`src/rtl/assert_macros.svh`:
```
// Assertion macros shared by the biquad filter RTL.
// No dependencies; compiled away when SYNTHESIS is defined.
`ifndef ASSERT_MACROS_SVH
`define ASSERT_MACROS_SVH
`ifndef SYNTHESIS
`define ASSERT_PROP(lbl, clk, rst, prop, msg) \
   lbl: assert property (@(posedge clk) disable iff (rst) prop) else $error(msg);
`define ASSERT_NEVER(lbl, clk, rst, expr, msg) \
   lbl: assert property (@(posedge clk) disable iff (rst) !(expr)) else $error(msg);
`else
`define ASSERT_PROP(lbl, clk, rst, prop, msg)
`define ASSERT_NEVER(lbl, clk, rst, expr, msg)
`endif
`endif

```
`src/rtl/csbq_pkg.sv`:
```
// Shared types, constants and arithmetic helpers for the shelf biquad filter.
// No dependencies.
package csbq_pkg;

   localparam int SampleW        = 24;
   localparam int CoefW          = 21;
   localparam int GainW          = 18;
   localparam int StateW         = 40;
   localparam int ProdW          = SampleW + CoefW;
   localparam int DiffW          = ProdW + 1;
   localparam int RndShift       = 16;
   localparam int RndW           = DiffW - RndShift;
   localparam int SumW           = StateW + 1;
   localparam int ModeW          = 2;
   localparam int BRegW          = 3 * CoefW;
   localparam int ARegW          = 2 * CoefW;
   localparam int CsrIdxW        = 3;
   localparam int CsrDataW       = BRegW;
   localparam int DefNumChannels = 2;

   localparam logic [ModeW-1:0] MODE_BYPASS = 2'd0;
   localparam logic [ModeW-1:0] MODE_LOW    = 2'd1;
   localparam logic [ModeW-1:0] MODE_HIGH   = 2'd2;
   localparam logic [ModeW-1:0] MODE_BOTH   = 2'd3;

   localparam logic [BRegW-1:0]        BRegReset = BRegW'(65536);
   localparam logic [ARegW-1:0]        ARegReset = '0;
   localparam logic signed [GainW-1:0] GainReset = GainW'(65536);

   typedef enum logic [CsrIdxW-1:0] {
      CSR_MODE, CSR_LOW_B, CSR_LOW_A, CSR_HIGH_B, CSR_HIGH_A, CSR_GAIN
   } csr_idx_type;

   typedef enum logic [3:0] {
      ST_IDLE, ST_READ, ST_B0, ST_B1, ST_A1, ST_B2, ST_A2, ST_WB, ST_GAIN, ST_OUT
   } fsm_type;

   typedef enum logic [2:0] {
      OP_NONE, OP_Y, OP_LOAD, OP_S1, OP_WB
   } op_type;

   typedef enum logic [2:0] {
      CF_B0, CF_B1, CF_B2, CF_A1, CF_A2, CF_GAIN
   } coef_type;

   typedef enum logic {
      SEC_LOW, SEC_HIGH
   } sec_type;

   typedef struct packed {
      op_type   op;
      coef_type coef;
      logic     use_y;
      sec_type  sec;
   } dp_ctrl_type;

   function automatic int chan_width(input int n);
      return (n > 1) ? $clog2(n) : 1;
   endfunction

   // round half up, drop 16 fraction bits
   function automatic logic signed [RndW-1:0] rnd16(input logic signed [DiffW-1:0] v);
      logic signed [DiffW-1:0] t;
      begin
         t = v + DiffW'(32768);
         return t[DiffW-1:RndShift];
      end
   endfunction

   function automatic logic signed [SampleW-1:0] sat_sample(input logic signed [SumW-1:0] v);
      logic [SumW-SampleW:0] hi_bits;
      begin
         hi_bits = v[SumW-1:SampleW-1];
         if (&hi_bits || ~|hi_bits) begin
            return v[SampleW-1:0];
         end else if (v[SumW-1]) begin
            return {1'b1, {(SampleW-1){1'b0}}};
         end else begin
            return {1'b0, {(SampleW-1){1'b1}}};
         end
      end
   endfunction

   function automatic logic signed [StateW-1:0] sat_state(input logic signed [SumW-1:0] v);
      begin
         if (v[SumW-1] == v[SumW-2]) begin
            return v[StateW-1:0];
         end else if (v[SumW-1]) begin
            return {1'b1, {(StateW-1){1'b0}}};
         end else begin
            return {1'b0, {(StateW-1){1'b1}}};
         end
      end
   endfunction

endpackage

```
`src/rtl/csbq_if.sv`:
```
// Valid/ready channel interfaces: sample request, filtered response, register write.
// Depends on csbq_pkg.
interface csbq_req_if import csbq_pkg::*; ();
   logic                      valid;
   logic                      ready;
   logic                      channel;
   logic signed [SampleW-1:0] sample_in;

   modport source (output valid, channel, sample_in, input ready);
   modport sink   (input valid, channel, sample_in, output ready);
endinterface

interface csbq_rsp_if import csbq_pkg::*; ();
   logic                      valid;
   logic                      ready;
   logic                      out_channel;
   logic signed [SampleW-1:0] sample_out;

   modport source (output valid, out_channel, sample_out, input ready);
   modport sink   (input valid, out_channel, sample_out, output ready);
endinterface

interface csbq_csr_if import csbq_pkg::*; ();
   logic                valid;
   logic                ready;
   logic [CsrIdxW-1:0]  index;
   logic [CsrDataW-1:0] data;

   modport source (output valid, index, data, input ready);
   modport sink   (input valid, index, data, output ready);
endinterface

```
`src/rtl/csbq_state_mem.sv`:
```
// Per-channel section state memory (s1, s2), registered read.
// Depends on csbq_pkg and assert_macros.svh; valid bits make unwritten entries read zero.
`include "assert_macros.svh"
module csbq_state_mem import csbq_pkg::*; #(
   parameter int NUM_CHANNELS = DefNumChannels
) (
   input  logic                           clock,
   input  logic                           reset,
   input  logic                           rd_en,
   input  logic                           wr_en,
   input  logic [chan_width(NUM_CHANNELS):0] addr,
   input  logic signed [StateW-1:0]       wr_s1,
   input  logic signed [StateW-1:0]       wr_s2,
   output logic signed [StateW-1:0]       rd_s1,
   output logic signed [StateW-1:0]       rd_s2
);

   localparam int AddrW = chan_width(NUM_CHANNELS) + 1;
   localparam int Depth = 1 << AddrW;

   logic [2*StateW-1:0] state_mem [Depth];
   logic [2*StateW-1:0] rdata_ff;
   logic                rvalid_ff;
   logic                rvalid_in;
   logic [Depth-1:0]    valid_ff;
   logic [Depth-1:0]    valid_in;

   always_comb begin
      valid_in = valid_ff;
      if (wr_en) begin
         valid_in[addr] = 1'b1;
      end
   end

   assign rvalid_in = rd_en ? valid_ff[addr] : rvalid_ff;

   always_ff @(posedge clock) begin
      if (reset) begin
         valid_ff  <= '0;
         rvalid_ff <= 1'b0;
      end else begin
         valid_ff  <= valid_in;
         rvalid_ff <= rvalid_in;
      end
   end

   always_ff @(posedge clock) begin
      if (wr_en) begin
         state_mem[addr] <= {wr_s1, wr_s2};
      end
   end

   always_ff @(posedge clock) begin
      if (rd_en) begin
         rdata_ff <= state_mem[addr];
      end
   end

   assign rd_s1 = rvalid_ff ? rdata_ff[2*StateW-1:StateW] : '0;
   assign rd_s2 = rvalid_ff ? rdata_ff[StateW-1:0]        : '0;

   `ASSERT_NEVER(a_no_rd_wr_overlap, clock, reset, rd_en && wr_en, "read and write overlap")
   `ASSERT_PROP(a_valid_after_write, clock, reset, wr_en |=> valid_ff[$past(addr)], "valid bit not set")

endmodule

```
`src/rtl/csbq_datapath.sv`:
```
// Shared 24x21 multiplier with rounding, accumulate and saturation for both sections.
// Depends on csbq_pkg; sequenced by csbq_ctrl.
module csbq_datapath import csbq_pkg::*; (
   input  logic                       clock,
   input  logic                       load_x,
   input  logic signed [SampleW-1:0]  sample_in,
   input  dp_ctrl_type                dp,
   input  logic [BRegW-1:0]           low_b,
   input  logic [ARegW-1:0]           low_a,
   input  logic [BRegW-1:0]           high_b,
   input  logic [ARegW-1:0]           high_a,
   input  logic signed [GainW-1:0]    gain,
   input  logic signed [StateW-1:0]   s1_rd,
   input  logic signed [StateW-1:0]   s2_rd,
   output logic signed [StateW-1:0]   wr_s1,
   output logic signed [StateW-1:0]   wr_s2,
   output logic signed [SampleW-1:0]  result
);

   logic [BRegW-1:0]          b_reg;
   logic [ARegW-1:0]          a_reg;
   logic signed [CoefW-1:0]   cf;
   logic signed [SampleW-1:0] mul_a;
   logic signed [ProdW-1:0]   prod_in, prod_ff;
   logic signed [ProdW-1:0]   acc_in, acc_ff;
   logic signed [SampleW-1:0] x_in, x_ff;
   logic signed [SampleW-1:0] y_in, y_ff;
   logic signed [StateW-1:0]  s1n_in, s1n_ff;
   logic signed [DiffW-1:0]   diff;
   logic signed [RndW-1:0]    rnd_p;
   logic signed [RndW-1:0]    rnd_d;
   logic signed [SumW-1:0]    y_sum;
   logic signed [SumW-1:0]    s1_sum;

   assign b_reg = (dp.sec == SEC_HIGH) ? high_b : low_b;
   assign a_reg = (dp.sec == SEC_HIGH) ? high_a : low_a;

   always_comb begin
      unique case (dp.coef)
         CF_B0:   cf = $signed(b_reg[CoefW-1:0]);
         CF_B1:   cf = $signed(b_reg[2*CoefW-1:CoefW]);
         CF_B2:   cf = $signed(b_reg[3*CoefW-1:2*CoefW]);
         CF_A1:   cf = $signed(a_reg[CoefW-1:0]);
         CF_A2:   cf = $signed(a_reg[2*CoefW-1:CoefW]);
         CF_GAIN: cf = CoefW'(gain);
         default: cf = '0;
      endcase
   end

   assign mul_a   = dp.use_y ? y_ff : x_ff;
   assign prod_in = ProdW'(mul_a) * ProdW'(cf);

   assign diff   = DiffW'(acc_ff) - DiffW'(prod_ff);
   assign rnd_p  = rnd16(DiffW'(prod_ff));
   assign rnd_d  = rnd16(diff);
   assign y_sum  = SumW'(rnd_p) + SumW'(s1_rd);
   assign s1_sum = SumW'(rnd_d) + SumW'(s2_rd);

   assign x_in   = load_x ? sample_in : ((dp.op == OP_WB) ? y_ff : x_ff);
   assign y_in   = (dp.op == OP_Y)    ? sat_sample(y_sum) : y_ff;
   assign acc_in = (dp.op == OP_LOAD) ? prod_ff : acc_ff;
   assign s1n_in = (dp.op == OP_S1)   ? sat_state(s1_sum) : s1n_ff;

   always_ff @(posedge clock) begin
      prod_ff <= prod_in;
      acc_ff  <= acc_in;
      x_ff    <= x_in;
      y_ff    <= y_in;
      s1n_ff  <= s1n_in;
   end

   // s2 update cannot exceed 30 bits, so no clamp is needed
   assign wr_s1  = s1n_ff;
   assign wr_s2  = StateW'(rnd_d);
   assign result = sat_sample(SumW'(rnd_p));

endmodule

```
`src/rtl/csbq_ctrl.sv`:
```
// Sequencer: state read, five multiplies per section, write-back, then gain.
// Depends on csbq_pkg.
module csbq_ctrl import csbq_pkg::*; (
   input  logic               clock,
   input  logic               reset,
   input  logic               req_valid,
   input  logic [ModeW-1:0]   mode,
   input  logic               rsp_hold,
   output logic               req_ready,
   output logic               load_x,
   output logic               mem_rd,
   output logic               mem_wr,
   output logic               out_load,
   output dp_ctrl_type        dp
);

   fsm_type state_ff, state_in;
   sec_type sec_ff, sec_in;
   logic    low_sel;
   logic    high_sel;

   assign low_sel  = (mode == MODE_LOW)  || (mode == MODE_BOTH);
   assign high_sel = (mode == MODE_HIGH) || (mode == MODE_BOTH);

   always_comb begin
      state_in = state_ff;
      sec_in   = sec_ff;
      unique case (state_ff)
         ST_IDLE: begin
            if (req_valid) begin
               if (low_sel) begin
                  state_in = ST_READ;
                  sec_in   = SEC_LOW;
               end else if (high_sel) begin
                  state_in = ST_READ;
                  sec_in   = SEC_HIGH;
               end else begin
                  state_in = ST_GAIN;
               end
            end
         end
         ST_READ: state_in = ST_B0;
         ST_B0:   state_in = ST_B1;
         ST_B1:   state_in = ST_A1;
         ST_A1:   state_in = ST_B2;
         ST_B2:   state_in = ST_A2;
         ST_A2:   state_in = ST_WB;
         ST_WB: begin
            if (sec_ff == SEC_LOW && high_sel) begin
               state_in = ST_READ;
               sec_in   = SEC_HIGH;
            end else begin
               state_in = ST_GAIN;
            end
         end
         ST_GAIN: state_in = ST_OUT;
         ST_OUT:  state_in = rsp_hold ? ST_OUT : ST_IDLE;
         default: state_in = ST_IDLE;
      endcase
   end

   always_comb begin
      req_ready = 1'b0;
      mem_rd    = 1'b0;
      mem_wr    = 1'b0;
      out_load  = 1'b0;
      dp.op     = OP_NONE;
      dp.coef   = CF_GAIN;
      dp.use_y  = 1'b0;
      dp.sec    = sec_ff;
      unique case (state_ff)
         ST_IDLE: req_ready = 1'b1;
         ST_READ: mem_rd = 1'b1;
         ST_B0:   dp.coef = CF_B0;
         ST_B1: begin
            dp.coef = CF_B1;
            dp.op   = OP_Y;
         end
         ST_A1: begin
            dp.coef  = CF_A1;
            dp.use_y = 1'b1;
            dp.op    = OP_LOAD;
         end
         ST_B2: begin
            dp.coef = CF_B2;
            dp.op   = OP_S1;
         end
         ST_A2: begin
            dp.coef  = CF_A2;
            dp.use_y = 1'b1;
            dp.op    = OP_LOAD;
         end
         ST_WB: begin
            dp.op  = OP_WB;
            mem_wr = 1'b1;
         end
         ST_GAIN: dp.coef = CF_GAIN;
         ST_OUT:  out_load = !rsp_hold;
         default: req_ready = 1'b0;
      endcase
   end

   assign load_x = req_valid && req_ready;

   always_ff @(posedge clock) begin
      if (reset) begin
         state_ff <= ST_IDLE;
         sec_ff   <= SEC_LOW;
      end else begin
         state_ff <= state_in;
         sec_ff   <= sec_in;
      end
   end

endmodule

```
`src/rtl/cascaded_shelf_biquad_filter.sv`:
```
// Top level of the cascaded low/high shelf biquad filter with output gain.
// Depends on csbq_pkg, csbq_if, csbq_ctrl, csbq_datapath, csbq_state_mem.
//
// req_chan carries one sample and its channel per transaction; rsp_chan returns
// the filtered, gain-scaled, saturated sample with the channel echoed. csr_chan
// writes registers: 0 mode, 1/2 low shelf b/a, 3/4 high shelf b/a, 5 gain; it
// is always ready and must only be used while no sample is in flight.
// One item is worked at a time on a single shared multiplier; each section
// reads its two state words from the state memory, runs five multiplies and
// writes back, then one multiply applies the gain.
// The result is registered as the sequencer leaves its output state for idle;
// the next request can be taken in the cycle after that, so a new sample is
// only taken once the result of the previous one is registered.
// Reset clears the registers to their defaults and marks all state entries
// empty, so the filter state reads zero; no clearing pass is needed.
// The result sits in an output register: if the receiver stalls, one result
// waits there while the next sample is already taken and filtered; that next
// item then holds after its gain step, with no new request taken, until the
// register frees.
`include "assert_macros.svh"
module cascaded_shelf_biquad_filter import csbq_pkg::*; #(
   parameter int NUM_CHANNELS = DefNumChannels
) (
   input  logic      clock,
   input  logic      reset,
   csbq_req_if.sink   req_chan,
   csbq_rsp_if.source rsp_chan,
   csbq_csr_if.sink   csr_chan
);

   localparam int ChanW = chan_width(NUM_CHANNELS);
   localparam int AddrW = ChanW + 1;

   logic [ModeW-1:0]          mode_ff, mode_in;
   logic [BRegW-1:0]          low_b_ff, low_b_in;
   logic [ARegW-1:0]          low_a_ff, low_a_in;
   logic [BRegW-1:0]          high_b_ff, high_b_in;
   logic [ARegW-1:0]          high_a_ff, high_a_in;
   logic signed [GainW-1:0]   gain_ff, gain_in;
   logic [ChanW-1:0]          idx_ff, idx_in;
   logic                      ch_ff, ch_in;
   logic                      rsp_valid_ff, rsp_valid_in;
   logic                      rsp_ch_ff, rsp_ch_in;
   logic signed [SampleW-1:0] rsp_sample_ff, rsp_sample_in;

   logic                      req_fire;
   logic                      csr_fire;
   logic                      rsp_hold;
   logic                      load_x;
   logic                      mem_rd;
   logic                      mem_wr;
   logic                      out_load;
   logic                      req_ready;
   dp_ctrl_type               dp;
   logic [AddrW-1:0]          mem_addr;
   logic signed [StateW-1:0]  s1_rd, s2_rd;
   logic signed [StateW-1:0]  wr_s1, wr_s2;
   logic signed [SampleW-1:0] result;

   assign csr_chan.ready = 1'b1;
   assign csr_fire       = csr_chan.valid && csr_chan.ready;
   assign req_chan.ready = req_ready;
   assign req_fire       = req_chan.valid && req_ready;
   assign rsp_hold       = rsp_valid_ff && !rsp_chan.ready;

   always_comb begin
      mode_in   = mode_ff;
      low_b_in  = low_b_ff;
      low_a_in  = low_a_ff;
      high_b_in = high_b_ff;
      high_a_in = high_a_ff;
      gain_in   = gain_ff;
      if (csr_fire) begin
         unique case (csr_idx_type'(csr_chan.index))
            CSR_MODE:   mode_in   = csr_chan.data[ModeW-1:0];
            CSR_LOW_B:  low_b_in  = csr_chan.data[BRegW-1:0];
            CSR_LOW_A:  low_a_in  = csr_chan.data[ARegW-1:0];
            CSR_HIGH_B: high_b_in = csr_chan.data[BRegW-1:0];
            CSR_HIGH_A: high_a_in = csr_chan.data[ARegW-1:0];
            CSR_GAIN:   gain_in   = $signed(csr_chan.data[GainW-1:0]);
            default:    mode_in   = mode_ff;
         endcase
      end
   end

   always_ff @(posedge clock) begin
      if (reset) begin
         mode_ff   <= MODE_BYPASS;
         low_b_ff  <= BRegReset;
         low_a_ff  <= ARegReset;
         high_b_ff <= BRegReset;
         high_a_ff <= ARegReset;
         gain_ff   <= GainReset;
      end else begin
         mode_ff   <= mode_in;
         low_b_ff  <= low_b_in;
         low_a_ff  <= low_a_in;
         high_b_ff <= high_b_in;
         high_a_ff <= high_a_in;
         gain_ff   <= gain_in;
      end
   end

   // out-of-range channels share the last state set
   always_comb begin
      idx_in = idx_ff;
      ch_in  = ch_ff;
      if (req_fire) begin
         ch_in = req_chan.channel;
         if (int'(req_chan.channel) >= NUM_CHANNELS) begin
            idx_in = ChanW'(NUM_CHANNELS - 1);
         end else begin
            idx_in = ChanW'(req_chan.channel);
         end
      end
   end

   assign rsp_valid_in  = out_load || rsp_hold;
   assign rsp_ch_in     = out_load ? ch_ff  : rsp_ch_ff;
   assign rsp_sample_in = out_load ? result : rsp_sample_ff;

   always_ff @(posedge clock) begin
      idx_ff        <= idx_in;
      ch_ff         <= ch_in;
      rsp_ch_ff     <= rsp_ch_in;
      rsp_sample_ff <= rsp_sample_in;
   end

   always_ff @(posedge clock) begin
      if (reset) begin
         rsp_valid_ff <= 1'b0;
      end else begin
         rsp_valid_ff <= rsp_valid_in;
      end
   end

   assign rsp_chan.valid       = rsp_valid_ff;
   assign rsp_chan.out_channel = rsp_ch_ff;
   assign rsp_chan.sample_out  = rsp_sample_ff;

   assign mem_addr = {dp.sec, idx_ff};

   csbq_ctrl u_ctrl (
      .clock     (clock),
      .reset     (reset),
      .req_valid (req_chan.valid),
      .mode      (mode_ff),
      .rsp_hold  (rsp_hold),
      .req_ready (req_ready),
      .load_x    (load_x),
      .mem_rd    (mem_rd),
      .mem_wr    (mem_wr),
      .out_load  (out_load),
      .dp        (dp)
   );

   csbq_datapath u_datapath (
      .clock     (clock),
      .load_x    (load_x),
      .sample_in (req_chan.sample_in),
      .dp        (dp),
      .low_b     (low_b_ff),
      .low_a     (low_a_ff),
      .high_b    (high_b_ff),
      .high_a    (high_a_ff),
      .gain      (gain_ff),
      .s1_rd     (s1_rd),
      .s2_rd     (s2_rd),
      .wr_s1     (wr_s1),
      .wr_s2     (wr_s2),
      .result    (result)
   );

   csbq_state_mem #(
      .NUM_CHANNELS (NUM_CHANNELS)
   ) u_state_mem (
      .clock (clock),
      .reset (reset),
      .rd_en (mem_rd),
      .wr_en (mem_wr),
      .addr  (mem_addr),
      .wr_s1 (wr_s1),
      .wr_s2 (wr_s2),
      .rd_s1 (s1_rd),
      .rd_s2 (s2_rd)
   );

   `ASSERT_NEVER(a_rsp_no_overwrite, clock, reset, out_load && rsp_hold, "pending response overwritten")
   `ASSERT_PROP(a_busy_after_accept, clock, reset, req_fire |=> !req_chan.ready, "ready after accept")

endmodule

```
`src/flat_wrapper.sv`:
```
// flat-port wrapper written by rule: the top's interface ports become plain ports
module cascaded_shelf_biquad_filter_flat import csbq_pkg::*;
#(
   parameter int NUM_CHANNELS = DefNumChannels
)
  (clock, reset, req_chan_valid, req_chan_channel, req_chan_sample_in, req_chan_ready, rsp_chan_valid, rsp_chan_out_channel, rsp_chan_sample_out, rsp_chan_ready, csr_chan_valid, csr_chan_index, csr_chan_data, csr_chan_ready);
  csbq_req_if req_chan_i ();
  csbq_rsp_if rsp_chan_i ();
  csbq_csr_if csr_chan_i ();
  input  logic clock;
  input  logic reset;
  input wire logic [$bits(req_chan_i.valid)-1:0] req_chan_valid;
  input wire logic [$bits(req_chan_i.channel)-1:0] req_chan_channel;
  input wire logic [$bits(req_chan_i.sample_in)-1:0] req_chan_sample_in;
  output wire logic [$bits(req_chan_i.ready)-1:0] req_chan_ready;
  output wire logic [$bits(rsp_chan_i.valid)-1:0] rsp_chan_valid;
  output wire logic [$bits(rsp_chan_i.out_channel)-1:0] rsp_chan_out_channel;
  output wire logic [$bits(rsp_chan_i.sample_out)-1:0] rsp_chan_sample_out;
  input wire logic [$bits(rsp_chan_i.ready)-1:0] rsp_chan_ready;
  input wire logic [$bits(csr_chan_i.valid)-1:0] csr_chan_valid;
  input wire logic [$bits(csr_chan_i.index)-1:0] csr_chan_index;
  input wire logic [$bits(csr_chan_i.data)-1:0] csr_chan_data;
  output wire logic [$bits(csr_chan_i.ready)-1:0] csr_chan_ready;
  assign req_chan_i.valid = req_chan_valid;
  assign req_chan_i.channel = req_chan_channel;
  assign req_chan_i.sample_in = req_chan_sample_in;
  assign req_chan_ready = req_chan_i.ready;
  assign rsp_chan_valid = rsp_chan_i.valid;
  assign rsp_chan_out_channel = rsp_chan_i.out_channel;
  assign rsp_chan_sample_out = rsp_chan_i.sample_out;
  assign rsp_chan_i.ready = rsp_chan_ready;
  assign csr_chan_i.valid = csr_chan_valid;
  assign csr_chan_i.index = csr_chan_index;
  assign csr_chan_i.data = csr_chan_data;
  assign csr_chan_ready = csr_chan_i.ready;
  cascaded_shelf_biquad_filter #(.NUM_CHANNELS(NUM_CHANNELS)) u_core (.clock(clock), .reset(reset), .req_chan(req_chan_i), .rsp_chan(rsp_chan_i), .csr_chan(csr_chan_i));
endmodule
```
`config.mk`:
```
export PLATFORM = sky130hd
export DESIGN_NAME = cascaded_shelf_biquad_filter_flat
export DESIGN_NICKNAME = d
export VERILOG_FILES = /design/src/rtl/csbq_pkg.sv /design/src/rtl/csbq_if.sv /design/src/rtl/csbq_state_mem.sv /design/src/rtl/csbq_datapath.sv /design/src/rtl/csbq_ctrl.sv /design/src/rtl/cascaded_shelf_biquad_filter.sv /design/src/flat_wrapper.sv
export VERILOG_INCLUDE_DIRS = /design/src /design/src/rtl
export SDC_FILE = /design/constraint.sdc
export NUM_CORES = 2
export LEC_CHECK = 0
export BUFFER_PORTS_ARGS = -buffer_cell sky130_fd_sc_hd__buf_4
export CORE_ASPECT_RATIO = 0.6
export CORE_MARGIN = 10
export CORE_UTILIZATION = 60
export CTS_CLUSTER_DIAMETER = 40
export DETAILED_ROUTE_END_ITERATION = 10
export PLACE_DENSITY = 0.73
export SKIP_LAST_GASP = 1
export SYNTH_ARGS = -nofsm -noshare
export SYNTH_HDL_FRONTEND = slang
export SYNTH_SLANG_ARGS = --single-unit
```
`constraint.sdc`:
```
create_clock -name clock -period 11.05 [get_ports clock]
set_clock_uncertainty 0.1 [all_clocks]
set_input_delay 2.21 -clock clock [delete_from_list [all_inputs] [get_ports clock]]
set_output_delay 2.21 -clock clock [all_outputs]
set_load 0.02 [all_outputs]
```
[Word level (Yosys, flattened, before mapping)]
Memories as Yosys holds them, arrays and structs flattened. A register that Yosys moved wholly into a read port is not among the register bits.
Cells that the tools add are included.
Operators by class
  reductions and logical operators: 30
  $add $sub $neg: 5
  order comparisons: 2
  bitwise gates (word level): 2
  muxes and demuxes: 38
  multipliers: 1
  eq/ne operators: 30
Operators by type and width (count)
  24-bit two-way mux: 7
  40-bit two-way mux: 4
  21-bit case mux with 6 select lines: 1
  30-bit by 40-bit adder with 41-bit output: 2
  63-bit two-way mux: 1
  45-bit by 17-bit adder with 46-bit output, second input constant: 1
  46-bit by 17-bit adder with 46-bit output, second input constant: 1
  45-bit by 45-bit subtractor with 46-bit output: 1
  24-bit by 21-bit multiplier with 45-bit output: 1
  42-bit two-way mux: 1
  4-bit case mux with 10 select lines: 1
  4-bit two-way mux: 5
  3-bit by 2-bit equality test with 1-bit output, second input constant: 6
  18-bit AND reduction: 1
  18-bit OR reduction: 1
  4-bit by 3-bit equality test with 1-bit output, second input constant: 4
  3-bit equality test, second input constant: 5
  3-bit case mux with 5 select lines: 1
  1-bit two-way mux: 13
  3-bit case mux with 4 select lines: 1
  2-bit AND reduction: 6
  3-bit by 1-bit equality test with 1-bit output, second input constant: 3
  4-bit by 2-bit equality test with 1-bit output, second input constant: 2
  4-bit equality test, second input constant: 2
  other kinds (23): 37
Storage, ports and cells
  bits in writable memories: 320
  memories kept: 1
  bits in registers: 445
  output and inout port bits: 28
Memory list
  u_core.u_state_mem.state_mem: depth 4, width 80, read ports 1, clocked after Yosys merged registers in 1, wr ports 1, line csbq_state_mem.sv:21  | logic [2*StateW-1:0] state_mem [Depth];

[Longest topological paths before layout]
  word-level depth: 6
  mapped depth: 39
  gate-level depth less buffers: 35

[By module]
From an unflattened synthesis, not the netlist that was laid out.
Second synthesis, totals
  cells, all modules: 5302
  area total of the unflattened synthesis: 59171.8 µm²
By module, submodules not included
  csbq_datapath: instances 1, sequential area each 4894.7 µm², cells each 3787, area each 34052.7 µm²
  csbq_state_mem: instances 1, sequential area each 12111.6 µm², cells each 610, area each 14734.1 µm²
  cascaded_shelf_biquad_filter: instances 1, sequential area each 5405.2 µm², cells each 854, area each 9973.3 µm²
  csbq_ctrl: instances 1, sequential area each 100.1 µm², cells each 51, area each 411.6 µm²

[Worst setup path after synthesis]
Ideal clock, no wire load.
  path kind: flip-flop to flip-flop
  from: register u_core.u_ctrl.state_ff[0]
  to: register u_core.u_datapath.prod_ff[41]
  setup slack: 1.360 ns
  arrival time: 9.517 ns
  stages on the path, launching flop included: 36
  clock period less this slack: 9.690 ns
  buffers on the path: 5
  setup time: 0.072 ns
  cell sequence: dfxtp_1 clkbuf_1 nand2_1 nor3_1 clkbuf_1 buf_1 clkbuf_1 a22oi_1 o211ai_1 clkbuf_1 nand2_1 fa_1 inv_1 fa_1 inv_1 fa_1 inv_1 fa_1 fa_1 fa_1 inv_1 fa_1 inv_1 ha_1 and3_1 a221oi_1 nand3_1 a41o_1 nand3_1 o211ai_1 nand4_1 a31o_2 a21boi_0 a211o_1 a21oi_1 xnor2_1
Between the ends
  cells in the longest elaborated chain, start to end: 5
Ends and longest elaborated chain
  start: declaration: line csbq_ctrl.sv:17  | fsm_type state_ff, state_in;
  start signal: assignment: line csbq_ctrl.sv:110  | state_ff <= state_in;
  4-bit by 3-bit equality test with 1-bit output or 4-bit by 2-bit equality test with 1-bit output (tied branches): line csbq_ctrl.sv:71  | unique case (state_ff)
  3-bit case mux with 5 select lines or 2-bit OR reduction (tied branches)
  3-bit equality test (tied with other cells): line csbq_datapath.sv:39  | unique case (dp.coef)
  21-bit case mux with 6 select lines or 24-bit two-way mux (tied branches): line csbq_datapath.sv:39, csbq_datapath.sv:50
  24-bit by 21-bit multiplier with 45-bit output (*): line csbq_datapath.sv:51  | assign prod_in = ProdW'(mul_a) * ProdW'(cf);
  via u_core.u_datapath.prod_in[41]: line csbq_datapath.sv:24  | logic signed [ProdW-1:0] prod_in, prod_ff;
  end signal: assignment: line csbq_datapath.sv:65  | prod_ff <= prod_in;
  end: declaration: line csbq_datapath.sv:24
The timed path passes the listed nets; every way through them passes the cells marked *.
A chain may end at the register's enable or synchronous reset.

[Worst setup path after layout]
  from: register u_core.u_ctrl.state_ff[2]
  to: register u_core.u_datapath.prod_ff[41]
The elaborated chain is that of the path after synthesis.

==> impl_metrics.json <==
{
  "hold_path_cells": 0,
  "design_area_sq_um": 59600,
  "initial_core_util_pct": 60.6,
  "async_flop_share_pct": 0,
  "tns_ns": 0,
  "pwr_density_cell_nw_per_um2": 210,
  "ant_nets": 0,
  "synth.ff_latch_count": 795,
  "ir_worst_vdd_mv": 0.172,
  "grt_start_max_net_pins": 143,
  "floorplan.die.width_um": 409,
  "cts.repair.resized": 0,
  "max_capacitance_violation_count": 0,
  "vias": 39100,
  "floorplan.die.height_um": 253,
  "outcome": "finished clean",
  "worst_setup_path_endpoint": "u_core.u_datapath.prod_ff[41]$_DFF_P_",
  "synth_top_cell_area_share_pct": 28.0,
  "worstReg2RegStart": "u_core.u_ctrl.state_ff[2]$_SDFFE_PP0N_",
  "cts_sinks": 795,
  "placement.io_buffers": 122,
  "wl_per_cell_um": 23.1,
  "worstMarginPinSlew_ns": 1.41,
  "power.static_leakage_uw": 0.0248,
  "cts_setup_buffers": 0,
  "grt_overflow_total": 0,
  "synth_top_cells_by_area": "edfxtp_1, fa_1, dfxtp_1",
  "tritoncts.num_buffers": 88,
  "post-route-drc-count": 0,
  "synth_most_common_cell": "nand2_1",
  "synthesis.yosys.warnings": 0,
  "synth_nets": 6149,
  "maxClockFrequency_mhz": 96.9,
  "cp_data_required_time_ns": 11.53,
  "hold_slack_ns": 0.328,
  "maxSlewHeadroom_pct": 3.59,
  "syn_area_per_cell_sq_um": 10.4,
  "cp-start-kind": "flip-flop",
  "timing.critical_path.mode_cell": "fa_1",
  "antenna-diode-count": 0,
  "timing.final.max_slew_violations": 0,
  "final_cells": 6591,
  "crit_path_max_fanout": 53,
  "drt-pass1-iter-count": 6,
  "final_critical_path_setup_slack_ns": 0.732,
  "gp_congestion": 0.984,
  "synthesis.area_sq_um": 54500,
  "synth_area_leader_cell": "edfxtp_1",
  "master_of_the_slowest_instance_on_the_critical_path": "nand2_1",
  "worstPathArrival_ns": 10.80,
  "placedCellCount": 6428,
  "clock_latency_ns": 0.71,
  "synth-seq-area-share_pct": 38.5,
  "setup_repair_after_global_routing_missed_its_margin": "no",
  "grt_pass1_vias": 38400,
  "fp.coreArea_sq_um": 89900,
  "track_usage_pct": 29.4,
  "dp_worst_setup_slack_ns": 1.07,
  "synth_common_cells": "nand2_1, inv_1, fa_1, edfxtp_1, a21oi_1",
  "floorplan.rows": 85,
  "place.detailed.hpwl_um": 115000,
  "wirelength_um": 153000,
  "clock_path_buffers": 3,
  "finalWorstPathRequiredPeriod_ns": 10.32,
  "min_period_over_period_pct": 93.4,
  "area_growth_syn_to_layout_pct": 9.41,
  "cpPeakStageDelay_ns": 0.75,
  "r2r_worst_path_depth": 33,
  "timing.setup.critical_path_class": "flip-flop to flip-flop",
  "clock_tree.htree_level_count": 3,
  "boundaryPins": 124,
  "worst_reg2reg_path_endpoint": "u_core.u_datapath.prod_ff[41]$_DFF_P_",
  "synth_enable_flop_cells": 509,
  "grt_first_pass_wirelength_um": 235000,
  "synth_flop_cell": "edfxtp_1",
  "clk_pin_slew_ns": 0.07,
  "antenna_found_initial": 1,
  "ctsHoldBuffers": 0,
  "hp-class": "flip-flop to flip-flop",
  "mapped_cells": 5260,
  "finalHoldViolCount": 0,
  "nets": 6189,
  "report.final.setup_viol": 0,
  "cts_root_buf": "clkbuf_16",
  "drive_gt1_share_pct": 9.10,
  "die_area_sq_um": 104000,
  "placement.cell_area_sq_um": 56600,
  "setup.worst_path.end_class": "flip-flop",
  "via_per_inst": 5.93,
  "netlist-cell-type-count": 83,
  "worst_setup_path_startpoint": "u_core.u_ctrl.state_ff[2]$_SDFFE_PP0N_",
  "tritoncts": "yes",
  "drt-initial-drc-count": 4761,
  "reg2reg_setup_slack_ns": 0.73
}
## state kept, by name, summed over array words and instances (netlist names), 2 cells and up
| register | cells |
|---|---|
| u_core.u_state_mem.rdata_ff | 70 |
| u_core.high_a_ff | 42 |
| u_core.low_a_ff | 42 |
| u_core.u_datapath.wr_s1 | 40 |
| u_core.low_b_ff | 63 |
| u_core.u_state_mem.valid_ff | 4 |
| u_core.u_datapath.acc_ff | 45 |
| u_core.u_datapath.prod_ff | 45 |
| u_core.mode_ff | 2 |
| u_core.u_state_mem.state_mem | 280 |
| u_core.rsp_chan.sample_out | 24 |
| u_core.high_b_ff | 63 |
| u_core.u_datapath.x_ff | 24 |
| u_core.u_ctrl.state_ff | 4 |
| u_core.gain_ff | 18 |
| u_core.u_datapath.y_ff | 24 |
## power breakdown
group          switching, uW  internal (uW)  total, uW
sequential               190           3700       3890
clock                   1320           1740       3060
combinational           3620           1980       5600
## cell usage in the layout, fill, tap and decap left out, types with 8 or more instances in the layout
| cell type | count |
|---|---|
| ha_1 | 275 |
| xnor2_1 | 120 |
| a22oi_1 | 31 |
| a221oi_1 | 8 |
| nor2_1 | 258 |
| inv_1 | 707 |
| a211oi_1 | 12 |
| a21oi_1 | 378 |
| nand4_1 | 24 |
| clkbuf_16 | 90 |
| o21ai_0 | 89 |
| edfxtp_1 | 509 |
| nor3_1 | 24 |
| mux4_2 | 72 |
| clkinv_2 | 9 |
| mux2_2 | 49 |
| o21bai_1 | 16 |
| clkbuf_1 | 18 |
| a21o_1 | 69 |
| o21a_1 | 22 |
| o22ai_1 | 20 |
| nor4_1 | 9 |
| fa_1 | 518 |
| and2_1 | 114 |
| and3_1 | 24 |
| dfxtp_1 | 284 |
| xor2_1 | 43 |
| nand2_1 | 972 |
| a31oi_1 | 20 |
| nor2b_1 | 25 |
| o211ai_1 | 29 |
| nand2b_1 | 38 |
| mux2i_1 | 110 |
| nand3_1 | 31 |
| buf_4 | 176 |
## logic make-up (layout without fill, tap and decap cells)
group           count (synthesis)  after routing  synth area share (%)
simple gates                 1576           1576                  12.4
buf+inv                       938           1051                  6.58
flops                         795            795                  38.5
fa+ha+maj                     793            793                  25.3
compound gates                760            760                  8.43
mux                           234            234                  6.06
xor+xnor                      163            163                  2.62
other cells                     1              1               0.00688
## layout make-up
cell class | instances | area, sq um
well taps | 1218 | 1520
repair buffers | 179 | 1370
multi-input cells | 3527 | 30000
clock buffers | 113 | 2390
clock inverters | 50 | 666
inverters | 709 | 2660
fillers | 6840 | 30200
flip-flops and latches | 795 | 21000
## through the flow
step           utilization (%)  power [uW]
4_1_cts                   66.3       12400
6_report                  66.4       12500
2_1_floorplan                -        7530
3_3_place_gp              62.9        9230
3_5_place_dp              62.9        9280
5_1_grt                   66.4       13200
## critical path: cells and delay by family (launching register included)
| family | cells | cell delay (ns) |
|---|---|---|
| fa+ha+maj | 8 | 3.93 |
| buf+inv | 8 | 1.58 |
| compound gates | 8 | 1.94 |
| flops | 1 | 0.51 |
| xor+xnor | 1 | 0.15 |
| simple gates | 8 | 1.96 |
## worst min-delay path by stage
stage,start,endpoint
final,u_core.u_datapath.prod_ff[2]$_DFF_P_,u_core.u_datapath.acc_ff[2]$_DFFE_PN_
after global routing,u_core.u_datapath.prod_ff[2]$_DFF_P_,u_core.u_datapath.acc_ff[2]$_DFFE_PN_
after CTS,u_core.u_datapath.prod_ff[2]$_DFF_P_,u_core.u_datapath.acc_ff[2]$_DFFE_PN_
after detailed placement,u_core.u_datapath.prod_ff[2]$_DFF_P_,u_core.u_datapath.acc_ff[2]$_DFFE_PN_
after global placement,u_core.u_datapath.prod_ff[3]$_DFF_P_,u_core.u_datapath.acc_ff[3]$_DFFE_PN_
after floorplan,u_core.u_datapath.prod_ff[10]$_DFF_P_,u_core.u_datapath.acc_ff[10]$_DFFE_PN_
## per-layer routing
layer	GRT usage [%]	vias to the layer above	wire (um)
met5	0	-	0
met4	5.22	0	2380
met3	11.2	182	22800
met2	38.0	2152	58500
met1	46.3	19300	68800
li1	-	17500	-
No activity file was read; power rests on OpenSTA's default activity.
